[config.mk]
export PLATFORM = sky130hd
export DESIGN_NAME = oldest_reader_generation_tracker
export DESIGN_NICKNAME = d
export VERILOG_FILES = /design/src/hdl/ort_pkg.sv /design/src/hdl/ort_gen_ram.sv /design/src/hdl/oldest_reader_generation_tracker.sv
export VERILOG_INCLUDE_DIRS = /design/src /design/src/hdl
export SDC_FILE = /design/constraint.sdc
export NUM_CORES = 2
export LEC_CHECK = 0
export ABC_AREA = 1
export BUFFER_PORTS_ARGS = -buffer_cell sky130_fd_sc_hd__buf_2
export CAP_MARGIN = 20
export CORE_MARGIN = 2
export CORE_UTILIZATION = 51
export DETAILED_ROUTE_END_ITERATION = 10
export MAX_ROUTING_LAYER = met4
export PLACE_DENSITY = 0.73
export SETUP_SLACK_MARGIN = 0.2
export SKIP_CTS_REPAIR_TIMING = 1
export SYNTH_ARGS = -nofsm -noshare
export SYNTH_HDL_FRONTEND = slang
export SYNTH_HIERARCHICAL = 1
export SYNTH_SLANG_ARGS = --single-unit
[constraint.sdc]
create_clock -name i_clk -period 6.2 [get_ports i_clk]
set_input_delay 0 -clock i_clk [delete_from_list [all_inputs] [get_ports i_clk]]
set_output_delay 0 -clock i_clk [all_outputs]
set_load 0.01 [all_outputs]
[src/hdl/oldest_reader_generation_tracker_defines.svh]
// Assertion macros shared by the tracker RTL.
`ifndef OLDEST_READER_GENERATION_TRACKER_DEFINES_SVH
`define OLDEST_READER_GENERATION_TRACKER_DEFINES_SVH

`define ORT_ASSERT_ALWAYS(lbl, cond, msg) \
    lbl: assert property (@(posedge i_clk) disable iff (!i_rst_n) (cond)) else $error(msg);

`define ORT_ASSERT_IMPLIES(lbl, ante, cons, msg) \
    lbl: assert property (@(posedge i_clk) disable iff (!i_rst_n) (ante) |-> (cons)) \
        else $error(msg);

`define ORT_ASSERT_NEXT(lbl, ante, cons, msg) \
    lbl: assert property (@(posedge i_clk) disable iff (!i_rst_n) (ante) |=> (cons)) \
        else $error(msg);

`endif

[src/hdl/ort_pkg.sv]
package ort_pkg;

    localparam int READER_SLOTS = 64;
    localparam int SLOT_W       = $clog2(READER_SLOTS);
    localparam int PTR_W        = $clog2(2 * READER_SLOTS);
    localparam int GEN_W        = 32;
    localparam int OCC_W        = 7;

    typedef logic [SLOT_W-1:0] t_slot;
    typedef logic [PTR_W-1:0]  t_ptr;
    typedef logic [PTR_W:0]    t_ptr_wide;

    localparam logic [1:0] ACT_ADD    = 2'd0;
    localparam logic [1:0] ACT_REMOVE = 2'd1;

    localparam logic [1:0] STAT_OK        = 2'd0;
    localparam logic [1:0] STAT_FULL      = 2'd1;
    localparam logic [1:0] STAT_NOT_FOUND = 2'd2;

    function automatic t_ptr ptr_next(input t_ptr p);
        return (p == t_ptr'(2 * READER_SLOTS - 1)) ? '0 : t_ptr'(p + t_ptr'(1));
    endfunction

    function automatic t_slot ptr_slot(input t_ptr p);
        return (p >= t_ptr'(READER_SLOTS)) ? t_slot'(p - t_ptr'(READER_SLOTS)) : t_slot'(p);
    endfunction

    function automatic t_ptr ring_count(input t_ptr head, input t_ptr tail);
        t_ptr_wide wrapped;
        wrapped = t_ptr_wide'({1'b0, tail}) + t_ptr_wide'(2 * READER_SLOTS)
                - t_ptr_wide'({1'b0, head});
        return (tail >= head) ? t_ptr'(tail - head) : t_ptr'(wrapped);
    endfunction

endpackage

[src/hdl/ort_gen_ram.sv]
module ort_gen_ram #(
    parameter int DEPTH = 64,
    parameter int WIDTH = 32
) (
    input  logic                     i_clk,
    input  logic                     i_wr_en,
    input  logic [$clog2(DEPTH)-1:0] i_wr_addr,
    input  logic [WIDTH-1:0]         i_wr_data,
    input  logic                     i_rd_en,
    input  logic [$clog2(DEPTH)-1:0] i_rd_addr,
    output logic [WIDTH-1:0]         o_rd_data
);

    logic [WIDTH-1:0] r_mem [DEPTH];
    logic [WIDTH-1:0] r_rd_data;

    always_ff @(posedge i_clk) begin
        if (i_wr_en) begin
            r_mem[i_wr_addr] <= i_wr_data;
        end
        if (i_rd_en) begin
            r_rd_data <= r_mem[i_rd_addr];
        end
    end

    assign o_rd_data = r_rd_data;

endmodule

[src/hdl/oldest_reader_generation_tracker.sv]
// Tracks reader generations in a ring of slots and reports the oldest live one.
// Input channel: i_in_valid / o_in_ready with i_action (add, remove, query)
// and i_generation. Output channel: o_out_valid / i_out_ready with o_status,
// o_oldest_generation and o_occupancy; every input beat gives one output beat.
// Generations sit in a single-port-read synchronous RAM; active bits are flops.
// An add or a query goes from acceptance to S_FETCH, which reads the RAM at
// the head, and then to S_RESP, which loads the output register.
// A remove scans the ring from the head, one RAM read per cycle with the
// compare in the cycle after each read, then steps the head one slot per
// cycle over inactive slots, at most to the slot just after the matched one,
// and then takes the same S_FETCH and S_RESP steps. Without a match it goes
// to S_FETCH once the scan has read every occupied slot.
// One item is processed at a time; o_in_ready is high only between items.
// The result sits in an output register, so a new beat is accepted while it
// waits; a stalled receiver holds the block before its next result is loaded.
// Reset clears the head, the tail, all active bits and the output valid.
// No clearing pass is needed after reset.
`include "oldest_reader_generation_tracker_defines.svh"

module oldest_reader_generation_tracker (
    input  logic                      i_clk,
    input  logic                      i_rst_n,
    input  logic                      i_in_valid,
    output logic                      o_in_ready,
    input  logic [1:0]                i_action,
    input  logic [ort_pkg::GEN_W-1:0] i_generation,
    output logic                      o_out_valid,
    input  logic                      i_out_ready,
    output logic [1:0]                o_status,
    output logic [ort_pkg::GEN_W-1:0] o_oldest_generation,
    output logic [ort_pkg::OCC_W-1:0] o_occupancy
);

    localparam logic [2:0] S_IDLE    = 3'd0;
    localparam logic [2:0] S_SEARCH  = 3'd1;
    localparam logic [2:0] S_ADVANCE = 3'd2;
    localparam logic [2:0] S_FETCH   = 3'd3;
    localparam logic [2:0] S_RESP    = 3'd4;

    logic [2:0] r_state, n_state;
    ort_pkg::t_ptr r_head, n_head;
    ort_pkg::t_ptr r_tail, n_tail;
    logic [ort_pkg::READER_SLOTS-1:0] r_active, n_active;
    logic r_out_valid, n_out_valid;
    logic r_cmp_valid, n_cmp_valid;

    logic [ort_pkg::GEN_W-1:0] r_gen, n_gen;
    logic [1:0] r_status, n_status;
    ort_pkg::t_ptr r_scan_ptr, n_scan_ptr;
    ort_pkg::t_ptr r_scan_cnt, n_scan_cnt;
    ort_pkg::t_ptr r_cmp_ptr, n_cmp_ptr;
    ort_pkg::t_ptr r_cmp_off, n_cmp_off;
    ort_pkg::t_ptr r_hit_off, n_hit_off;
    ort_pkg::t_ptr r_adv_cnt, n_adv_cnt;
    logic [1:0] r_out_status, n_out_status;
    logic [ort_pkg::GEN_W-1:0] r_out_oldest, n_out_oldest;
    logic [ort_pkg::OCC_W-1:0] r_out_occ, n_out_occ;

    logic ram_we;
    ort_pkg::t_slot ram_waddr;
    logic ram_re;
    ort_pkg::t_slot ram_raddr;
    logic [ort_pkg::GEN_W-1:0] ram_rdata;

    ort_pkg::t_ptr w_count;
    logic w_accept;
    logic w_issue;
    logic w_hit;

    ort_gen_ram #(
        .DEPTH(ort_pkg::READER_SLOTS),
        .WIDTH(ort_pkg::GEN_W)
    ) u_gen_ram (
        .i_clk    (i_clk),
        .i_wr_en  (ram_we),
        .i_wr_addr(ram_waddr),
        .i_wr_data(i_generation),
        .i_rd_en  (ram_re),
        .i_rd_addr(ram_raddr),
        .o_rd_data(ram_rdata)
    );

    assign o_in_ready = (r_state == S_IDLE);
    assign w_accept   = i_in_valid && o_in_ready;
    assign w_count    = ort_pkg::ring_count(r_head, r_tail);
    assign w_issue    = (r_scan_cnt < w_count);
    assign w_hit      = r_cmp_valid && r_active[ort_pkg::ptr_slot(r_cmp_ptr)]
                        && (ram_rdata == r_gen);

    always_comb begin
        n_state      = r_state;
        n_head       = r_head;
        n_tail       = r_tail;
        n_active     = r_active;
        n_out_valid  = r_out_valid && !i_out_ready;
        n_cmp_valid  = 1'b0;
        n_gen        = r_gen;
        n_status     = r_status;
        n_scan_ptr   = r_scan_ptr;
        n_scan_cnt   = r_scan_cnt;
        n_cmp_ptr    = r_cmp_ptr;
        n_cmp_off    = r_cmp_off;
        n_hit_off    = r_hit_off;
        n_adv_cnt    = r_adv_cnt;
        n_out_status = r_out_status;
        n_out_oldest = r_out_oldest;
        n_out_occ    = r_out_occ;
        ram_we       = 1'b0;
        ram_waddr    = ort_pkg::ptr_slot(r_tail);
        ram_re       = 1'b0;
        ram_raddr    = ort_pkg::ptr_slot(r_head);

        unique case (r_state)
            S_IDLE: begin
                if (w_accept) begin
                    n_gen    = i_generation;
                    n_status = ort_pkg::STAT_OK;
                    n_state  = S_FETCH;
                    case (i_action)
                        ort_pkg::ACT_ADD: begin
                            if (w_count < ort_pkg::t_ptr'(ort_pkg::READER_SLOTS)) begin
                                n_tail = ort_pkg::ptr_next(r_tail);
                                n_active[ort_pkg::ptr_slot(r_tail)] = 1'b1;
                            end else begin
                                n_status = ort_pkg::STAT_FULL;
                            end
                        end
                        ort_pkg::ACT_REMOVE: begin
                            if (w_count == '0) begin
                                n_status = ort_pkg::STAT_NOT_FOUND;
                            end else begin
                                n_scan_ptr = r_head;
                                n_scan_cnt = '0;
                                n_state    = S_SEARCH;
                            end
                        end
                        default: begin
                        end
                    endcase
                end
            end
            S_SEARCH: begin
                if (w_hit) begin
                    n_active[ort_pkg::ptr_slot(r_cmp_ptr)] = 1'b0;
                    n_hit_off = r_cmp_off;
                    n_adv_cnt = '0;
                    n_state   = S_ADVANCE;
                end else if (!w_issue) begin
                    n_status = ort_pkg::STAT_NOT_FOUND;
                    n_state  = S_FETCH;
                end else begin
                    ram_re      = 1'b1;
                    ram_raddr   = ort_pkg::ptr_slot(r_scan_ptr);
                    n_cmp_valid = 1'b1;
                    n_cmp_ptr   = r_scan_ptr;
                    n_cmp_off   = r_scan_cnt;
                    n_scan_ptr  = ort_pkg::ptr_next(r_scan_ptr);
                    n_scan_cnt  = ort_pkg::t_ptr'(r_scan_cnt + ort_pkg::t_ptr'(1));
                end
            end
            S_ADVANCE: begin
                if ((r_adv_cnt > r_hit_off) || r_active[ort_pkg::ptr_slot(r_head)]) begin
                    n_state = S_FETCH;
                end else begin
                    n_head    = ort_pkg::ptr_next(r_head);
                    n_adv_cnt = ort_pkg::t_ptr'(r_adv_cnt + ort_pkg::t_ptr'(1));
                end
            end
            S_FETCH: begin
                ram_re  = 1'b1;
                n_state = S_RESP;
            end
            S_RESP: begin
                if (!r_out_valid || i_out_ready) begin
                    n_out_valid  = 1'b1;
                    n_out_status = r_status;
                    n_out_oldest = (w_count != '0) ? ram_rdata : '1;
                    n_out_occ    = ort_pkg::OCC_W'(w_count);
                    n_state      = S_IDLE;
                end
            end
            default: begin
                n_state = S_IDLE;
            end
        endcase

        if (r_state == S_IDLE && w_accept && i_action == ort_pkg::ACT_ADD
                && w_count < ort_pkg::t_ptr'(ort_pkg::READER_SLOTS)) begin
            ram_we = 1'b1;
        end
    end

    // An add writes the RAM at the accepting edge; these registers record that
    // write and its slot so the check below can look at that slot.
    logic r_wr_pend;
    ort_pkg::t_slot r_wr_slot;

    always_ff @(posedge i_clk) begin
        if (!i_rst_n) begin
            r_state     <= S_IDLE;
            r_head      <= '0;
            r_tail      <= '0;
            r_active    <= '0;
            r_out_valid <= 1'b0;
            r_cmp_valid <= 1'b0;
            r_wr_pend   <= 1'b0;
        end else begin
            r_state     <= n_state;
            r_head      <= n_head;
            r_tail      <= n_tail;
            r_active    <= n_active;
            r_out_valid <= n_out_valid;
            r_cmp_valid <= n_cmp_valid;
            r_wr_pend   <= ram_we;
        end
    end

    always_ff @(posedge i_clk) begin
        r_gen        <= n_gen;
        r_status     <= n_status;
        r_scan_ptr   <= n_scan_ptr;
        r_scan_cnt   <= n_scan_cnt;
        r_cmp_ptr    <= n_cmp_ptr;
        r_cmp_off    <= n_cmp_off;
        r_hit_off    <= n_hit_off;
        r_adv_cnt    <= n_adv_cnt;
        r_out_status <= n_out_status;
        r_out_oldest <= n_out_oldest;
        r_out_occ    <= n_out_occ;
        r_wr_slot    <= ram_waddr;
    end

    assign o_out_valid         = r_out_valid;
    assign o_status            = r_out_status;
    assign o_oldest_generation = r_out_oldest;
    assign o_occupancy         = r_out_occ;

    `ORT_ASSERT_ALWAYS(a_count_bound, (w_count <= ort_pkg::t_ptr'(ort_pkg::READER_SLOTS)), "ring occupancy exceeds slot count")

    `ORT_ASSERT_NEXT(a_search_keeps_ptrs, (r_state == S_SEARCH), ((r_tail == $past(r_tail)) && (r_head == $past(r_head))), "pointers moved during search")

    `ORT_ASSERT_IMPLIES(a_full_at_capacity, (r_out_valid && (o_status == ort_pkg::STAT_FULL)), (o_occupancy == ort_pkg::OCC_W'(ort_pkg::READER_SLOTS)), "full status below capacity")

    `ORT_ASSERT_IMPLIES(a_add_sets_active, r_wr_pend, r_active[r_wr_slot], "added slot is not active")

endmodule

* After elaboration in Yosys (flattened, before gate mapping)
Memories as Yosys holds them, arrays and structs flattened. A register that Yosys moved wholly into a read port is not among the register bits.
Cells that the tools add are included.
** Cells by class
- Equality and inequality tests :: 22
- Reductions and logical operators :: 31
- Muxes and demuxes :: 62
- $lt $le $gt $ge :: 13
- Bitwise operators :: 5
- Add/sub/neg operators :: 12
** Operators with widths (number)
- 64-bit two-way mux :: 4
- 64-bit one-hot mux with 2 select lines :: 1
- 7-bit two-way mux :: 16
- 64-bit AND :: 1
- 64-bit inverter :: 1
- 64-bit bitwise OR :: 1
- 7-bit by 1-bit adder with 7-bit output (second input constant) :: 6
- 6-bit two-way mux :: 7
- 7-bit one-hot mux with 2 select lines :: 3
- 32-bit equality test :: 1
- 7-bit greater-or-equal comparator (second input constant) :: 4
- 6-bit by 1-bit subtractor with 6-bit output (second input constant) :: 4
- 7-bit equality test (second input constant) :: 3
- 6-bit by 7-bit < comparator with 1-bit output (second input constant) :: 3
- 2-bit != test (second input constant) :: 8
- 3-bit two-way mux :: 5
- 3-bit one-hot mux with 5 select lines :: 1
- 7-bit subtractor :: 2
- 1-bit binary-select mux with 6-bit select :: 2
- 1-bit demux with 6-bit select :: 2
- 6-bit by 1-bit greater-or-equal comparator with 1-bit output (second input constant) :: 2
- 1-bit two-way mux :: 12
- 2-bit two-way mux :: 6
- 4-bit AND reduction :: 3
- other kinds (25) :: 47
** Storage, ports and cells
- Bits in registers :: 200
- Input port bits :: 38
- Memories :: 1
- Memory bits (writable) :: 2048
- Output and inout port bits :: 43
** Memories
- u_gen_ram.r_mem :: depth 64, width 32, read ports 1, clocked after Yosys merged registers in 1, write ports 1, RTL line ort_gen_ram.sv:14 : logic [WIDTH-1:0] r_mem [DEPTH];

* Logic depth before layout (Yosys ltp)
- Depth in word-level cells :: 11
- Depth in mapped cells :: 32
- Mapped depth without buffers :: 27

* Cells and area by module
The synthesis kept the hierarchy.
** Modules (own cells, without submodules)
- ort_gen_ram :: sequential area each 62459.9 um2, instances 1, area an instance 83157.3 um2, cells each 6788
- oldest_reader_generation_tracker :: sequential area each 5144.9 um2, instances 1, area an instance 11421.0 um2, cells each 1534

* Least setup slack after synthesis
Ideal clock, no wire load.
- Kind :: register to register
- From :: reg r_state[1]
- To :: mem u_gen_ram.r_mem[40][0] (enable)
- Data required time :: 5779 ps
- Data arrival time :: 4568 ps
- Setup slack :: 1211 ps
- Stages on the path, launching flop included :: 11
- Cells stage by stage :: dfxtp_1 > nor2_1 > nand2_1 > nor2_1 > inv_1 > nor2_1 > nand2_1 > inv_1 > clkbuf_1 > nand3_1 > nor2_1
** Between the ends
- Longest elaborated chain between the ends :: 8
** RTL lines
- from (decl) :: RTL line oldest_reader_generation_tracker.sv:40 : logic [2:0] r_state, n_state;
- from (signal assigned) :: RTL line oldest_reader_generation_tracker.sv:208 : r_state <= n_state;
- 3-bit logical NOT (*) :: RTL line oldest_reader_generation_tracker.sv:83, oldest_reader_generation_tracker.sv:187
- 1-bit logical AND :: RTL line oldest_reader_generation_tracker.sv:84 : assign w_accept = i_in_valid && o_in_ready;
- 1-bit logical AND (*) (2 in a row) :: RTL line oldest_reader_generation_tracker.sv:187 : if (r_state == S_IDLE && w_accept && i_action == ort_pkg::ACT_ADD
- 1-bit logical AND (*) :: RTL line oldest_reader_generation_tracker.sv:188 : && w_count < ort_pkg::t_ptr'(ort_pkg::READER_SLOTS)) begin
- 1-bit two-way mux (*) :: RTL line oldest_reader_generation_tracker.sv:187
- net ram_we :: RTL line oldest_reader_generation_tracker.sv:59 : logic ram_we;
- 1-bit two-way mux (*) :: RTL line ort_gen_ram.sv:18 : if (i_wr_en) begin
- 1-bit two-way mux (not written as such) (*) :: RTL line ort_gen_ram.sv:19 : r_mem[i_wr_addr] <= i_wr_data;
- to (decl) :: RTL line ort_gen_ram.sv:14
Mark *: on every way through the listed nets, which the timed path passes. The rest lies on a longest branch.

* Final worst setup path
- From :: reg r_tail[1]
- To :: reg u_gen_ram.r_rd_data[14] (netlist: u_gen_ram/o_rd_data[14]), read port of u_gen_ram.r_mem (data pin)
** Between the ends
- Longest elaborated chain between the ends :: 7
** RTL lines
- from (decl) :: RTL line oldest_reader_generation_tracker.sv:42 : ort_pkg::t_ptr r_tail, n_tail;
- from (signal assigned) :: RTL line oldest_reader_generation_tracker.sv:210 : r_tail <= n_tail;
- 7-bit by 1-bit adder with 7-bit output :: RTL line ort_pkg.sv:30 : wrapped = t_ptr_wide'({1'b0, tail}) + t_ptr_wide'(2 * READER_SLOTS)
- 7-bit subtractor :: RTL line ort_pkg.sv:31 : - t_ptr_wide'({1'b0, head});
- 7-bit two-way mux (*) :: RTL line ort_pkg.sv:32 : return (tail >= head) ? t_ptr'(tail - head) : t_ptr'(wrapped);
- 7-bit < comparator (*) :: RTL line oldest_reader_generation_tracker.sv:86 : assign w_issue = (r_scan_cnt < w_count);
- 6-bit two-way mux (*) :: RTL line oldest_reader_generation_tracker.sv:148 : end else if (!w_issue) begin
- 6-bit two-way mux (*) :: RTL line oldest_reader_generation_tracker.sv:143 : if (w_hit) begin
- 6-bit two-way mux (*) :: RTL line oldest_reader_generation_tracker.sv:113 : unique case (r_state)
- net ram_raddr[2] :: RTL line oldest_reader_generation_tracker.sv:62 : ort_pkg::t_slot ram_raddr;
- to (decl) :: RTL line ort_gen_ram.sv:15 : logic [WIDTH-1:0] r_rd_data;
Marks and branches as above.
A chain may end at the register's enable or synchronous reset.

==> results_dict.tcl <==
set metrics [dict create \
    cts_htree_levels 4 \
    synthFlopType "edfxtp_1" \
    finalClockSkew_ns 0.0589 \
    fin_nets 8479 \
    power_density_nw_per_um2 442 \
    coreArea_um2 185000 \
    drtIter0Drc 9226 \
    ant_nets 0 \
    cp.required_ns 6.92 \
    grtUsageTotal_pct 28.6 \
    pin_count 81 \
    vias 66900 \
    cell_internal_pwr_w 0.0292 \
    grt_pass1_vias 63000 \
    die_w_um 435 \
    die_y_um 435 \
    gr-total-overflow 0 \
    area_growth_syn_to_layout_pct 12.1 \
    hold-path-endpoint "o_out_valid" \
    cts_max_path_buffers 3 \
    placed_cells 10600 \
    worstHoldPathType "in -> reg" \
    ys_seq_area_share_pct 71.5 \
    max_clock_freq_mhz 176 \
    synth-seq-cells 2279 \
    synth_top_area_cell "edfxtp_1" \
    synth_area_per_cell_um2 11.4 \
    cp-end-kind "flip-flop" \
    run_status "finished, final reports clean" \
    p_seq_share_pct 38.2 \
    initial_utilization_pct 51.2 \
    drive_gt1_share_pct 8.72 \
    drc_errors 0 \
    clk_pin_slew_ns 0.07 \
    peakVddDrop_mv 0.336 \
    finalCritPeriodShare_pct 91.7 \
    hold_viol 0 \
    max_cap_viol_count 0 \
    cp_max_fo 45 \
    ys_async_sr_fraction_pct 0 \
    wl_per_cell_um 24.0 \
    startpoint "r_tail[1]" \
    die-area_um2 189000 \
    synth_edf_count 2196 \
    crit_type "reg -> reg" \
    cts_tree "built" \
    synthDominantCellAreaShare_pct 69.7 \
    final_cells 11100 \
    n_fill_cell 14400 \
    clkPwrFrac_pct 27.5 \
    first_pass_iters 7 \
    cts-root-buf "clkbuf_16" \
    finalSetupTns_ns 0 \
    clkLatencyLatePin_ns 0.85 \
    p_leak_nw 37.5 \
    synth_commonest_cells "nand2_1 (2,729), edfxtp_1 (2,196), nand3_1 (2,054)" \
    synthMostInstantiatedCell "nand2_1" \
    grt_max_degree 141 \
    critPathArrivalTime_ns 6.40 \
    netlist_instances 8322 \
    numClockSinks 2279 \
    worstSetupStartpointType "flip-flop" \
    setup_violations 0 \
    worstHoldPathCells 5 \
    rows 158 \
    switching_share_pct 37.8 \
    antenna_found_initial 5 \
    p_switching_w 0.0177 \
    worstReg2RegStart "r_tail[1]" \
    worstMarginPinSlew_ns 1.08 \
    synthTopCellsByArea "edfxtp_1 (70%), nand3_1 (11%), nand2_1 (11%)" \
    final_max_slew_viol_count 0 \
    viasPerCell 6.04 \
    grt_pass1_wl_um 394000 \
    route.final.wire_length_um 266000 \
    numCtsBuffers 216 \
    synth.cell_area_um2 94600 \
    utilization_pct 57.4 \
    timing.final.crit_period_ns 5.68 \
    syn-num-nets 8387 \
    dp_hpwl_um 149000 \
    rsz0062_at_grt "false" \
    yosysWarnings 6 \
    rrSetupSlack_ns 0.52 \
    routabilityCongestion 0.928 \
    ys_types 44 \
    holdCritStartpoint "i_out_ready" \
    io_buffers 80 \
    worstReg2RegEnd "u_gen_ram/o_rd_data[14]" \
    reg2regPathDepth 24 \
    max-slew-margin-rel_pct 27.8 \
    comb_power_share_pct 34.3 \
]
[critical path, stage by stage, from the launching register on]
cell	delay (ns)
dfxtp_1	0.78
ha_1	0.37
nand3_1	0.08
nand2_1	0.09
o21ai_0	0.25
nand2_1	0.14
nand2_1	0.09
nand2_1	0.13
ha_1	0.31
nand2_1	0.06
o21ai_0	0.16
a21oi_1	0.08
nand3_1	0.14
clkinv_1	0.22
buf_4	0.25
nand2_1	0.11
o21ai_4	0.11
inv_8	0.34
buf_4	0.65
nand3_1	0.15
nand3_1	0.11
nand3_1	0.22
nand2_1	0.34
nand2_1	0.14
nand2_1	0.11
[power groups by stage]
stage / Sequential (W) / Clock [W] / Combinational (W)
4_1_cts: 0.0179 / 0.0130 / 0.0156
3_5_place_dp: 0.0182 / 0 / 0.0155
6_report: 0.0179 / 0.0129 / 0.0161
2_1_floorplan: 0.0180 / 0 / 0.0104
3_3_place_gp: 0.0182 / 0 / 0.0152
5_1_grt: 0.0179 / 0.0136 / 0.0174
[per-layer routing]
metal  share of wire (%)  global-route usage, %  wire length, um  vias to the layer above
li1                    -                      -                -                    29400
met1                  37                   37.4            98400                    32300
met2                  47                   43.9           124000                     4473
met3                  12                   5.09            31200                      738
met4                 4.8                   12.9            12800                        0
met5                   0                      -                0                        -
[cell usage in the layout, fill, tap and decap left out, types with 28 or more instances in the layout]
cell,synthesis,final
nand2_1,2729,2729
nor3_1,28,28
dlygate4sd3_1,0,40
dfxtp_1,83,82
clkbuf_16,0,217
o21ai_0,95,89
inv_1,201,199
buf_12,0,59
clkbuf_1,93,42
edfxtp_1,2196,2196
a21oi_1,85,84
clkinv_1,5,63
buf_4,37,199
nor2_1,189,124
nand3_1,2054,2054
buf_2,278,80
clkinv_2,0,44
nor2_4,0,66
[stage by stage]
step	cell area [um^2]	hold WS, ns	power [W]	setup WS, ns
detailed placement	98500	0.350	0.0337	0.450
floorplan	94600	0.0989	0.0284	1.21
global placement	98500	0.339	0.0334	0.490
finish	106000	0.0442	0.0468	0.516
global route	106000	0.0581	0.0488	0.273
CTS	105000	-0.561	0.0465	0.418
[flip-flops by register name, summed over array words and instances (netlist names), 32 cells and up]
register / flops
u_gen_ram/r_mem: 2048
r_active: 64
o_oldest_generation: 32
r_gen: 32
u_gen_ram/o_rd_data: 32
[area by class of cell]
type / instances / area, um^2 / share of cell area, %
Sequential cell: 2279 / 67600 / 63.7
Tap cell: 2480 / 3100 / 2.93
Antenna cell: 5 / 12.5 / 0.0118
Multi-Input combinational cell: 5325 / 24100 / 22.7
Inverter: 211 / 838 / 0.790
Timing Repair Buffer: 381 / 3560 / 3.35
Clock inverter: 142 / 1320 / 1.24
Clock buffer: 258 / 5560 / 5.25
[worst max path at each step]
stage | cells after the start | slack (ns) | end
after floorplan | 10 | 1.21 | u_gen_ram/r_mem[40][0]
after global placement | 26 | 0.49 | u_gen_ram/o_rd_data[28]
after detailed placement | 26 | 0.45 | u_gen_ram/o_rd_data[28]
after CTS | 26 | 0.42 | u_gen_ram/o_rd_data[28]
after global routing | 25 | 0.27 | u_gen_ram/o_rd_data[7]
final | 24 | 0.52 | u_gen_ram/o_rd_data[14]
[kinds of logic (layout without fill, tap and decap cells)]
logic type,count (synthesis),in the layout,synth area share [%]
buffers and inverters,718,992,3.68
other,0,5,0
DFF,2279,2279,71.5
AOI/OAI and AO/OA,242,242,1.40
xor gates and xnor gates,27,27,0.250
adders and majority gates,27,27,0.365
and+or+nand+nor,5029,5029,22.8
(Power assumes the default switching activity.)
